$ cat src/design/qsdi_pkg.sv
`default_nettype none
// ----------------------------------------------------------------------------
// qsdi_pkg
// Shared types and constants for the ordered store with search, delete and
// positional insert.
// ----------------------------------------------------------------------------
package qsdi_pkg;

    localparam int DEPTH_DEF = 64;
    localparam int DATA_W    = 32;
    localparam int CNT_W     = 7;

    typedef enum logic [2:0] {
        ACT_APPEND = 3'd0,
        ACT_SEARCH = 3'd1,
        ACT_DELETE = 3'd2,
        ACT_INSERT = 3'd3,
        ACT_DUMP   = 3'd4
    } action_t;

    localparam logic [1:0] ST_OK    = 2'd0;
    localparam logic [1:0] ST_FULL  = 2'd1;
    localparam logic [1:0] ST_EMPTY = 2'd2;

    typedef struct packed {
        logic shift;
        logic load;
    } cell_ctl_t;

endpackage : qsdi_pkg
`default_nettype wire

$ cat src/design/qsdi_cell.sv
`default_nettype none
// ----------------------------------------------------------------------------
// qsdi_cell
// One entry of the store: takes the neighbor's entry on a shift, or the
// write bus on a load (load wins).
// ----------------------------------------------------------------------------
module qsdi_cell
    import qsdi_pkg::*;
(
    input  wire logic                     clk,
    input  wire cell_ctl_t                ctl,
    input  wire logic signed [DATA_W-1:0] nbr,
    input  wire logic signed [DATA_W-1:0] wr_data,
    output logic signed [DATA_W-1:0]      q
);

    logic signed [DATA_W-1:0] q_reg;
    logic signed [DATA_W-1:0] q_next;

    always_comb
    begin
        q_next = q_reg;
        if (ctl.load)
        begin
            q_next = wr_data;
        end
        else if (ctl.shift)
        begin
            q_next = nbr;
        end
    end

    always_ff @(posedge clk)
    begin
        q_reg <= q_next;
    end

    assign q = q_reg;

endmodule : qsdi_cell
`default_nettype wire

$ cat src/design/queue_search_delete_insert_engine.sv
`default_nettype none
// ----------------------------------------------------------------------------
// queue_search_delete_insert_engine
// Ordered store of signed 32-bit values held in a chain of cells, with
// append, search, delete-all-equal, positional insert and dump.
// ----------------------------------------------------------------------------
// One request at a time. Append, an insert that appends or finds the store
// full, and unused action codes are accepted and then finished by one step.
// Search, delete and dump rotate the chain once: the head is examined and
// written back at the tail (delete drops matches), one entry per cycle,
// save that steps that produce a result wait while the output register is
// still held by the consumer. A positional insert rotates the entries ahead
// of the slot, drops the value in at the tail and rotates the rest.
// ----------------------------------------------------------------------------
module queue_search_delete_insert_engine
    import qsdi_pkg::*;
#(
    parameter int DEPTH = DEPTH_DEF
)
(
    input  wire logic                     clk,
    input  wire logic                     rst_n,
    input  wire logic                     in_valid,
    output logic                          in_ready,
    input  wire logic [2:0]               action,
    input  wire logic signed [DATA_W-1:0] value,
    input  wire logic [CNT_W-1:0]         position,
    output logic                          out_valid,
    input  wire logic                     out_ready,
    output logic [1:0]                    status,
    output logic                          found,
    output logic [CNT_W-1:0]              removed,
    output logic signed [DATA_W-1:0]      data,
    output logic [CNT_W-1:0]              occupancy,
    output logic                          last
);

    localparam int IW = $clog2(DEPTH);
    localparam int CW = $clog2(DEPTH + 1);

    typedef enum logic [1:0] {
        S_IDLE = 2'b01,
        S_RUN  = 2'b10
    } state_t;

    state_t                   state_reg, state_next;
    logic [2:0]               act_reg;
    logic signed [DATA_W-1:0] val_reg;
    logic [CNT_W-1:0]         pos_reg;
    logic [CW-1:0]            fill_reg, fill_next;
    logic [CW-1:0]            start_reg;
    logic [CW-1:0]            cnt_reg, cnt_next;
    logic                     hit_reg, hit_next;
    logic [CW-1:0]            rem_reg, rem_next;

    logic                     out_valid_reg, out_valid_next;
    logic [1:0]               status_reg;
    logic                     found_reg;
    logic [CNT_W-1:0]         removed_reg;
    logic signed [DATA_W-1:0] data_reg;
    logic [CNT_W-1:0]         occ_reg;
    logic                     last_reg;

    logic signed [DATA_W-1:0] cell_q [DEPTH];
    cell_ctl_t                ctl    [DEPTH];

    logic                     accept;
    logic                     can_emit;
    logic                     emit;
    logic                     step_go;
    logic                     done;
    logic                     shift_en;
    logic                     wr_en;
    logic [IW-1:0]            wr_idx;
    logic signed [DATA_W-1:0] wr_data;
    logic [1:0]               e_status;
    logic                     e_found;
    logic [CW-1:0]            e_removed;
    logic signed [DATA_W-1:0] e_data;
    logic                     e_last;
    logic                     full;
    logic                     empty;
    logic                     match;
    logic                     last_step;
    logic                     walk_ins;
    logic                     at_slot;
    logic [IW-1:0]            tail_idx;
    logic [IW-1:0]            free_idx;

    assign in_ready = (state_reg == S_IDLE);
    assign accept   = in_valid && in_ready;
    assign can_emit = !out_valid_reg || out_ready;

    assign full      = (start_reg == CW'(DEPTH));
    assign empty     = (start_reg == '0);
    assign match     = (cell_q[0] == val_reg);
    assign last_step = (cnt_reg == start_reg - CW'(1));
    assign walk_ins  = (pos_reg != '0) && (pos_reg <= CNT_W'(fill_reg));
    assign at_slot   = (CNT_W'(cnt_reg) == pos_reg - CNT_W'(1));
    assign tail_idx  = IW'(fill_reg - CW'(1));
    assign free_idx  = IW'(fill_reg);

    always_comb
    begin
        emit      = 1'b0;
        done      = 1'b0;
        shift_en  = 1'b0;
        wr_en     = 1'b0;
        wr_idx    = free_idx;
        wr_data   = val_reg;
        fill_next = fill_reg;
        hit_next  = hit_reg;
        rem_next  = rem_reg;
        e_status  = ST_OK;
        e_found   = 1'b0;
        e_removed = '0;
        e_data    = '0;
        e_last    = 1'b1;

        case (act_reg)
            ACT_APPEND:
            begin
                emit = 1'b1;
                done = 1'b1;
                if (full)
                begin
                    e_status = ST_FULL;
                end
                else
                begin
                    wr_en     = 1'b1;
                    fill_next = fill_reg + CW'(1);
                end
            end
            ACT_SEARCH:
            begin
                if (empty)
                begin
                    emit = 1'b1;
                    done = 1'b1;
                end
                else
                begin
                    shift_en = 1'b1;
                    wr_en    = 1'b1;
                    wr_idx   = tail_idx;
                    wr_data  = cell_q[0];
                    hit_next = hit_reg || match;
                    if (last_step)
                    begin
                        emit    = 1'b1;
                        done    = 1'b1;
                        e_found = hit_next;
                    end
                end
            end
            ACT_DELETE:
            begin
                if (empty)
                begin
                    emit = 1'b1;
                    done = 1'b1;
                end
                else
                begin
                    shift_en = 1'b1;
                    if (match)
                    begin
                        fill_next = fill_reg - CW'(1);
                        rem_next  = rem_reg + CW'(1);
                    end
                    else
                    begin
                        wr_en   = 1'b1;
                        wr_idx  = tail_idx;
                        wr_data = cell_q[0];
                    end
                    if (last_step)
                    begin
                        emit      = 1'b1;
                        done      = 1'b1;
                        e_removed = rem_next;
                    end
                end
            end
            ACT_INSERT:
            begin
                if (full)
                begin
                    emit     = 1'b1;
                    done     = 1'b1;
                    e_status = ST_FULL;
                end
                else if (!walk_ins)
                begin
                    emit      = 1'b1;
                    done      = 1'b1;
                    wr_en     = 1'b1;
                    fill_next = fill_reg + CW'(1);
                end
                else if (at_slot)
                begin
                    wr_en     = 1'b1;
                    fill_next = fill_reg + CW'(1);
                end
                else
                begin
                    shift_en = 1'b1;
                    wr_en    = 1'b1;
                    wr_idx   = tail_idx;
                    wr_data  = cell_q[0];
                    if (cnt_reg == start_reg)
                    begin
                        emit = 1'b1;
                        done = 1'b1;
                    end
                end
            end
            ACT_DUMP:
            begin
                if (empty)
                begin
                    emit     = 1'b1;
                    done     = 1'b1;
                    e_status = ST_EMPTY;
                end
                else
                begin
                    shift_en = 1'b1;
                    wr_en    = 1'b1;
                    wr_idx   = tail_idx;
                    wr_data  = cell_q[0];
                    emit     = 1'b1;
                    e_data   = cell_q[0];
                    e_last   = last_step;
                    done     = last_step;
                end
            end
            default:
            begin
                emit = 1'b1;
                done = 1'b1;
            end
        endcase
    end

    assign step_go  = (state_reg == S_RUN) && (!emit || can_emit);
    assign cnt_next = cnt_reg + CW'(1);

    always_comb
    begin
        state_next = state_reg;
        case (state_reg)
            S_IDLE:
            begin
                if (accept)
                begin
                    state_next = S_RUN;
                end
            end
            S_RUN:
            begin
                if (step_go && done)
                begin
                    state_next = S_IDLE;
                end
            end
            default:
            begin
                state_next = S_IDLE;
            end
        endcase
    end

    always_comb
    begin
        out_valid_next = out_valid_reg && !out_ready;
        if (step_go && emit)
        begin
            out_valid_next = 1'b1;
        end
    end

    always_ff @(posedge clk or negedge rst_n)
    begin
        if (!rst_n)
        begin
            state_reg     <= S_IDLE;
            fill_reg      <= '0;
            out_valid_reg <= 1'b0;
        end
        else
        begin
            state_reg     <= state_next;
            out_valid_reg <= out_valid_next;
            if (step_go)
            begin
                fill_reg <= fill_next;
            end
        end
    end

    always_ff @(posedge clk)
    begin
        if (accept)
        begin
            act_reg   <= action;
            val_reg   <= value;
            pos_reg   <= position;
            start_reg <= fill_reg;
            cnt_reg   <= '0;
            hit_reg   <= 1'b0;
            rem_reg   <= '0;
        end
        else if (step_go)
        begin
            cnt_reg <= cnt_next;
            hit_reg <= hit_next;
            rem_reg <= rem_next;
        end
        if (step_go && emit)
        begin
            status_reg  <= e_status;
            found_reg   <= e_found;
            removed_reg <= CNT_W'(e_removed);
            data_reg    <= e_data;
            occ_reg     <= CNT_W'(fill_next);
            last_reg    <= e_last;
        end
    end

    for (genvar i = 0; i < DEPTH; i++)
    begin : g_cell
        logic signed [DATA_W-1:0] nbr;

        if (i == DEPTH - 1)
        begin : g_end
            assign nbr = wr_data;
        end
        else
        begin : g_mid
            assign nbr = cell_q[i+1];
        end

        assign ctl[i].shift = step_go && shift_en;
        assign ctl[i].load  = step_go && wr_en && (wr_idx == IW'(i));

        qsdi_cell u_cell (
            .clk     (clk),
            .ctl     (ctl[i]),
            .nbr     (nbr),
            .wr_data (wr_data),
            .q       (cell_q[i])
        );
    end

    assign out_valid = out_valid_reg;
    assign status    = status_reg;
    assign found     = found_reg;
    assign removed   = removed_reg;
    assign data      = data_reg;
    assign occupancy = occ_reg;
    assign last      = last_reg;

`ifndef ASSERT_OFF
    a_fill_bound: assert property (@(posedge clk) disable iff (!rst_n)
        fill_reg <= CW'(DEPTH))
        else $error("fill count beyond depth");

    a_idle_hold: assert property (@(posedge clk) disable iff (!rst_n)
        (state_reg == S_IDLE) |=> $stable(fill_reg))
        else $error("fill changed with no request in progress");

    a_last_ends: assert property (@(posedge clk) disable iff (!rst_n)
        (step_go && emit && e_last) |=> (state_reg == S_IDLE))
        else $error("final result emitted but request still running");

    a_del_shrinks: assert property (@(posedge clk) disable iff (!rst_n)
        ((state_reg == S_RUN) && (act_reg == ACT_DELETE)) |=>
        (fill_reg <= $past(fill_reg)))
        else $error("delete grew the store");
`endif

endmodule : queue_search_delete_insert_engine
`default_nettype wire
$ cat config.mk
export PLATFORM = sky130hd
export DESIGN_NAME = queue_search_delete_insert_engine
export DESIGN_NICKNAME = d
export VERILOG_FILES = /design/src/design/qsdi_pkg.sv /design/src/design/qsdi_cell.sv /design/src/design/queue_search_delete_insert_engine.sv
export SDC_FILE = /design/constraint.sdc
export NUM_CORES = 2
export LEC_CHECK = 0
export BUFFER_PORTS_ARGS = -buffer_cell sky130_fd_sc_hd__buf_2
export CAP_MARGIN = 20
export CORE_MARGIN = 3
export CORE_UTILIZATION = 35
export DETAILED_ROUTE_END_ITERATION = 6
export HOLD_SLACK_MARGIN = 0.05
export PLACE_DENSITY = 0.46
export SLEW_MARGIN = 20
export SYNTH_ARGS = -nofsm -noshare
export SYNTH_HDL_FRONTEND = slang
export SYNTH_SLANG_ARGS = --single-unit
$ cat constraint.sdc
create_clock -name clk -period 8.7 [get_ports clk]
set_clock_uncertainty 0.2 [all_clocks]
set_input_delay 1.74 -clock clk [delete_from_list [all_inputs] [get_ports clk]]
set_output_delay 1.74 -clock clk [all_outputs]
set_load 0.1 [all_outputs]
### Yosys cells after proc, flatten, opt, wreduce, memory -nomap -nowiden

Index checks and enable logic that the tools add are counted.

* memories: 0
* flip-flop bits (word level): 2172
* memory bits (read-only): 0
* memory bits (writable): 0
* input port bits: 46
* bits in latches: 0

* shifts and indexed selects: 0
* equal/unequal tests: 76
* multiplexer cells: 175
* multipliers: 0
* $add $sub $neg: 6
* bitwise logic cells: 5
* divide/modulo/power cells: 0
* reduce and logical (&&, ||, !) cells: 156
* $lt $le $gt $ge: 1

Operator list (number)
* 32-bit two-way mux: 134
* 6-bit == test, second input constant: 32
* 2-bit nonzero test: 64
* 6-bit by 5-bit == test with 1-bit output, second input constant: 16
* 32-bit one-hot mux with 3 select lines: 1
* 1-bit logical AND: 72
* 7-bit two-way mux: 7
* 6-bit by 4-bit == test with 1-bit output, second input constant: 8
* 6-bit two-way mux: 6
* 32-bit == test: 1
* 6-bit by 3-bit == test with 1-bit output, second input constant: 4
* 7-bit by 1-bit adder with 7-bit output, second input constant: 3
* 7-bit == test: 3
* 7-bit one-hot mux with 3 select lines: 1
* 7-bit by 1-bit subtractor with 7-bit output, second input constant: 3
* 6-bit one-hot mux with 3 select lines: 1
* 1-bit two-way mux: 16
* 6-bit by 2-bit == test with 1-bit output, second input constant: 2
* 3-bit OR reduction: 3
* 2-bit one-hot mux with 2 select lines: 2
* 2-bit OR reduction: 4
* 7-bit == test, second input constant: 1
* 7-bit <= comparator: 1
* 7-bit zero test: 1
* other kinds (18): 33

### Longest topological paths before layout

* word-level depth: 12
* gate-level depth with buffers: 18
* mapped depth without buffers: 12

### By module

From an unflattened synthesis, not the netlist that was laid out.

* cell total of the unflattened synthesis: 5139
* area, all modules: 103877.1 µm²

Modules (own cells, without submodules)
* qsdi_cell: cells each 69, area an instance 1507.7 µm², times used 64, sequential area each 960.9 µm²
* queue_search_delete_insert_engine: cells each 723, area an instance 7384.6 µm², times used 1, sequential area each 3524.6 µm²

### Least setup slack after synthesis

No wires, ideal clock.

* kind: reg-to-reg
* from: reg fill_reg[5]
* to: reg g_cell[0].u_cell.q_reg[0] (enable)
* slack: 2.522 ns
* library setup time: 0.466 ns
* required time: 8.034 ns
* data arrival time: 5.512 ns
* stages on the path, launching flop included: 15
* buffers on the path: 3
* path through: dfrtp_1 clkbuf_1 inv_1 ha_1 o21ai_0 o21bai_1 o22ai_1 and2_1 clkbuf_1 nand3_1 a221o_1 xnor2_1 or4_1 buf_2 o21ai_0

* word-level cells in the longest chain between the ends: 11
* elaborated cells on any way between the ends: 24
* those cells by class: add/sub: 1; order compare: 1; mux: 13; reduce/logical: 9

Ends and longest elaborated chain
* start, declared: line queue_search_delete_insert_engine.sv:50 `logic [CW-1:0] fill_reg, fill_next;`
* start signal, assigned: line queue_search_delete_insert_engine.sv:298 `fill_reg <= fill_next;`
* branches (longest 10 deep; another with 7-bit by 1-bit subtractor with 7-bit output)
* 2-bit nonzero test (no source line) (*)
* end signal, assigned: line qsdi_cell.sv:35 `q_reg <= q_next;`
* end, declared: line qsdi_cell.sv:17 `logic signed [DATA_W-1:0] q_reg;`

Mark *: on every way between the ends.
A chain may end at the register's enable or synchronous reset.

### Worst setup path after layout

* from: reg fill_reg[4]
* to: reg g_cell[40].u_cell.q_reg[18] (enable)

* word-level cells in the longest chain between the ends: 11
* elaborated cells on any way between the ends: 24
* those cells by class: add/sub: 1; order compare: 1; eq/ne: 1; mux: 13; reduce/logical: 8

Ends and longest elaborated chain (line)
* branches (longest 10 deep; another with 7-bit by 1-bit subtractor with 7-bit output)
* 2-bit nonzero test (no source line) (*)
* end signal, assigned: qsdi_cell.sv:35
* end, declared: qsdi_cell.sv:17

Marks and branches as above.

==> metrics.json <==
{
  "cts_htree_levels": {"value": 4},
  "critical_path.max_fanout": {"value": 32},
  "yosys-top-cells-area": {"value": "edfxtp_1 (69%), mux2_2 (23%), mux2_1 (1.2%)"},
  "sequential_cell_area": {"value": 0.06502, "unit": "sq mm"},
  "cts_resized": {"value": 0},
  "top_ff_cell_synth": {"value": "edfxtp_1"},
  "whs_endpoint": {"value": "g_cell[3].u_cell.q[6]"},
  "placed_cells_incl_taps": {"value": 8681},
  "clk_pin_slew_worst_paths": {"value": 0.06, "unit": "ns"},
  "post_synth_num_cell_types": {"value": 71},
  "min-delay-start": {"value": "g_cell[4].u_cell.q[6]"},
  "layout_cell_share_with_drive_strength_beyond_1": {"value": 0.4681},
  "timing.slew.headroom": {"value": 0.2250},
  "design.core.area": {"value": 0.2658, "unit": "sq mm"},
  "detailroute.via_count": {"value": 45830},
  "cts_max_path_buffers": {"value": 3},
  "finalNetCount": {"value": 5450},
  "utilization": {"value": 0.3989},
  "seq_area_frac_synth": {"value": 0.6935},
  "cts_root_buffer": {"value": "clkbuf_16"},
  "insertion_delay_of_the_later_clocked_pin_in_the_worst_skew_pair": {"value": 0.87, "unit": "ns"},
  "wire_length_of_the_first_global_routing_pass": {"value": 339.4, "unit": "mm"},
  "worst_ir_drop_vdd": {"value": 0.2106, "unit": "mV"},
  "port_buffers": {"value": 97},
  "layout_commonest_cell": {"value": "edfxtp_1"},
  "synth.ff_latch_count": {"value": 2172},
  "grt_util_all_layers": {"value": 0.1642},
  "largest_register_ff_count": {"value": 2048},
  "clock-sinks": {"value": 2172},
  "clock.fmax": {"value": 158.7, "unit": "MHz"},
  "count_of_fill_cells_added_during_filler_insertion": {"value": 24060},
  "hold_buffers": {"value": 0},
  "drt_wl_total": {"value": 227.5, "unit": "mm"},
  "status": {"value": "finished clean"},
  "met3RoutedLength": {"value": 7.799, "unit": "mm"},
  "worst_r2r_path_depth": {"value": 13},
  "cp.required": {"value": 9.00, "unit": "ns"},
  "synth_top_area_share": {"value": 0.6877},
  "detail_route.iter0.violations": {"value": 3524},
  "wl_met2": {"value": 115.0, "unit": "mm"},
  "total_negative_setup_slack": {"value": 0, "unit": "ns"},
  "globalplace.congestion": {"value": 0.8069},
  "hold_violations": {"value": 0},
  "syn-instance-count": {"value": 5336},
  "data_arrival_time_of_the_critical_path": {"value": 6.60, "unit": "ns"},
  "timing.final.crit_share": {"value": 0.7241},
  "hpwl_after_detailed_placement": {"value": 134.4, "unit": "mm"},
  "drc": {"value": 0},
  "die_height": {"value": 523.6, "unit": "microns"},
  "fin_cells": {"value": 9103},
  "wl_met1": {"value": 99.62, "unit": "mm"},
  "post_detailed_placement_cell_area": {"value": 0.09870, "unit": "sq mm"},
  "cts_post_setup_buffers_inserted": {"value": 0},
  "number_of_global_route_vias_before_repair": {"value": 49740},
  "die_w": {"value": 523.6, "unit": "microns"},
  "global_route.overflow_total": {"value": 0},
  "r2r-start": {"value": "fill_reg[4]"},
  "setup.worst_path.class": {"value": "flop to flop"},
  "drt.antenna.violating_nets": {"value": 0},
  "drt-pass1-iter-count": {"value": 6},
  "final-max-slew-violation-count": {"value": 0},
  "rr_endpoint": {"value": "g_cell[40].u_cell.q[18]"},
  "highest-signal-layer": {"value": "met4"},
  "cell_breakdown_of_the_critical_path": {"value": "inv_1 > ha_1 > a211oi_1 > o21bai_1 > o22ai_1 > and2_1 > nand3_1 > a221o_1 > xnor2_1 > nand4_1 > nor2b_4 > nand2b_1 > buf_4"},
  "tritoncts_clock_tree": {"value": "yes"},
  "critPathCaptureType": {"value": "flop"},
  "grt_max_degree": {"value": 66},
  "critPathSlowestCell": {"value": "nand4_1"},
  "rsz0062_at_grt": {"value": "false"},
  "cap_viol_max_count": {"value": 0},
  "async_set_or_reset_register_ratio_after_synthesis": {"value": 0.004604},
  "post_synth_instance_area": {"value": 0.09376, "unit": "sq mm"},
  "numCtsBuffers": {"value": 233},
  "final_cell_area": {"value": 0.1060, "unit": "sq mm"},
  "full_die_area": {"value": 0.2741, "unit": "sq mm"},
  "yosys_warnings": {"value": 0},
  "synth_largest_area_cell": {"value": "edfxtp_1"},
  "standard_cell_row_count": {"value": 189},
  "grt_antenna_before_repair": {"value": 19},
  "number_of_flops_mapped_to_enable_cells_by_yosys": {"value": 2147},
  "startpoint_class_of_the_critical_path": {"value": "flop"},
  "footprint_of_the_multi_input_gates": {"value": 0.02740, "unit": "sq mm"},
  "worst-slew-pin-transition": {"value": 1.163, "unit": "ns"},
  "min-delay-path-class": {"value": "flop to flop"},
  "worst_hold_path.num_cells": {"value": 1},
  "critical-path-max-stage-delay": {"value": 0.90, "unit": "ns"},
  "layout.cells.most_common_list": {"value": "edfxtp_1 (2,147), mux2_2 (1,920), clkbuf_16 (235)"},
  "post_drt_via_cell_ratio": {"value": 5.035},
  "ios": {"value": 98},
  "wire_per_inst": {"value": 24.99, "unit": "microns"},
  "setup_slack_reg_to_reg": {"value": 2.40, "unit": "ns"},
  "layout_area_growth_over_synthesis": {"value": 13.08, "unit": "%"},
  "post-layout-total-power": {"value": 0.02601, "unit": "W"},
  "setup_viol": {"value": 0},
  "period_needed": {"value": 6.300, "unit": "ns"},
  "avgSynthCellArea": {"value": 17.57, "unit": "sq um"},
  "mappedNetlistNets": {"value": 5396},
  "leak": {"value": 34.05, "unit": "nW"},
  "pwr_dens": {"value": 245.3, "unit": "mW/mm^2"},
  "starting_utilization_of_the_core_area": {"value": 0.3527}
}
==> critical path, delay by kind of cell (launching register included) <==
family	cells	cell delay (ns)
and+or+nand+nor	5	2.48
adders and majority gates	1	0.35
xor gates and xnor gates	1	0.68
buffers and inverters	2	0.63
AOI/OAI and AO/OA	4	0.96
DFF	1	0.65
==> how the worst max path moves through the flow <==
stage / startpoint / end / depth (start not counted)
finish: fill_reg[4] / g_cell[40].u_cell.q[18] / 13
global route: fill_reg[4] / g_cell[40].u_cell.q[11] / 13
CTS: fill_reg[4] / g_cell[40].u_cell.q[26] / 13
detailed placement: fill_reg[4] / g_cell[40].u_cell.q[10] / 13
global placement: fill_reg[5] / g_cell[40].u_cell.q[10] / 13
floorplan: fill_reg[5] / g_cell[0].u_cell.q[0] / 14
==> metal layers <==
metal,vias up,global-route usage
li1,20660,-
met1,24040,0.2157
met2,802,0.2871
met3,324,0.02187
met4,0,0.03926
met5,-,0
==> cell families after synthesis <==
kind of cell | count (synthesis) | share of synthesized area
DFF | 2172 | 0.6935
xor gates and xnor gates | 81 | 0.007567
muxes | 2028 | 0.2435
and+or+nand+nor | 437 | 0.02273
buffers and inverters | 474 | 0.02167
AOI/OAI and AO/OA | 130 | 0.009115
adders and majority gates | 14 | 0.001868
==> synth_stat cells, types with 24 or more instances <==
| master | count |
|---|---|
| nand2b_1 | 25 |
| nand2_1 | 166 |
| buf_1 | 26 |
| xnor2_1 | 35 |
| edfxtp_1 | 2147 |
| buf_2 | 154 |
| nand4_1 | 24 |
| and2_1 | 41 |
| nor2_1 | 81 |
| clkbuf_1 | 258 |
| xor2_1 | 46 |
| mux2_1 | 103 |
| o21ai_0 | 38 |
| mux2_2 | 1920 |
==> power by group <==
group / total [W] / switching [W] / internal [W]
registers: 0.0128 / 0.000293 / 0.0126
clock network: 0.00937 / 0.00411 / 0.00525
logic: 0.00380 / 0.00291 / 0.000894
==> area by class of cell <==
type / instances / share of cell area
clock inverters: 112 / 0.009111
well taps: 3533 / 0.04170
diodes: 7 / 0.0001652
inverters: 23 / 0.0008143
multi-input cells: 2690 / 0.2584
clock buffers: 296 / 0.05791
flip-flops and latches: 2172 / 0.6133
repair buffers: 270 / 0.01853
==> per-stage QoR <==
stage	setup WS (ns)	hold slack [ns]
after floorplan	2.522	0.2231
after global placement	2.309	0.2636
after detailed placement	2.179	0.2918
after CTS	2.202	0.2822
after global routing	2.100	0.3144
final	2.400	0.2932
Note: power is estimated with default switching activity, not from simulation.
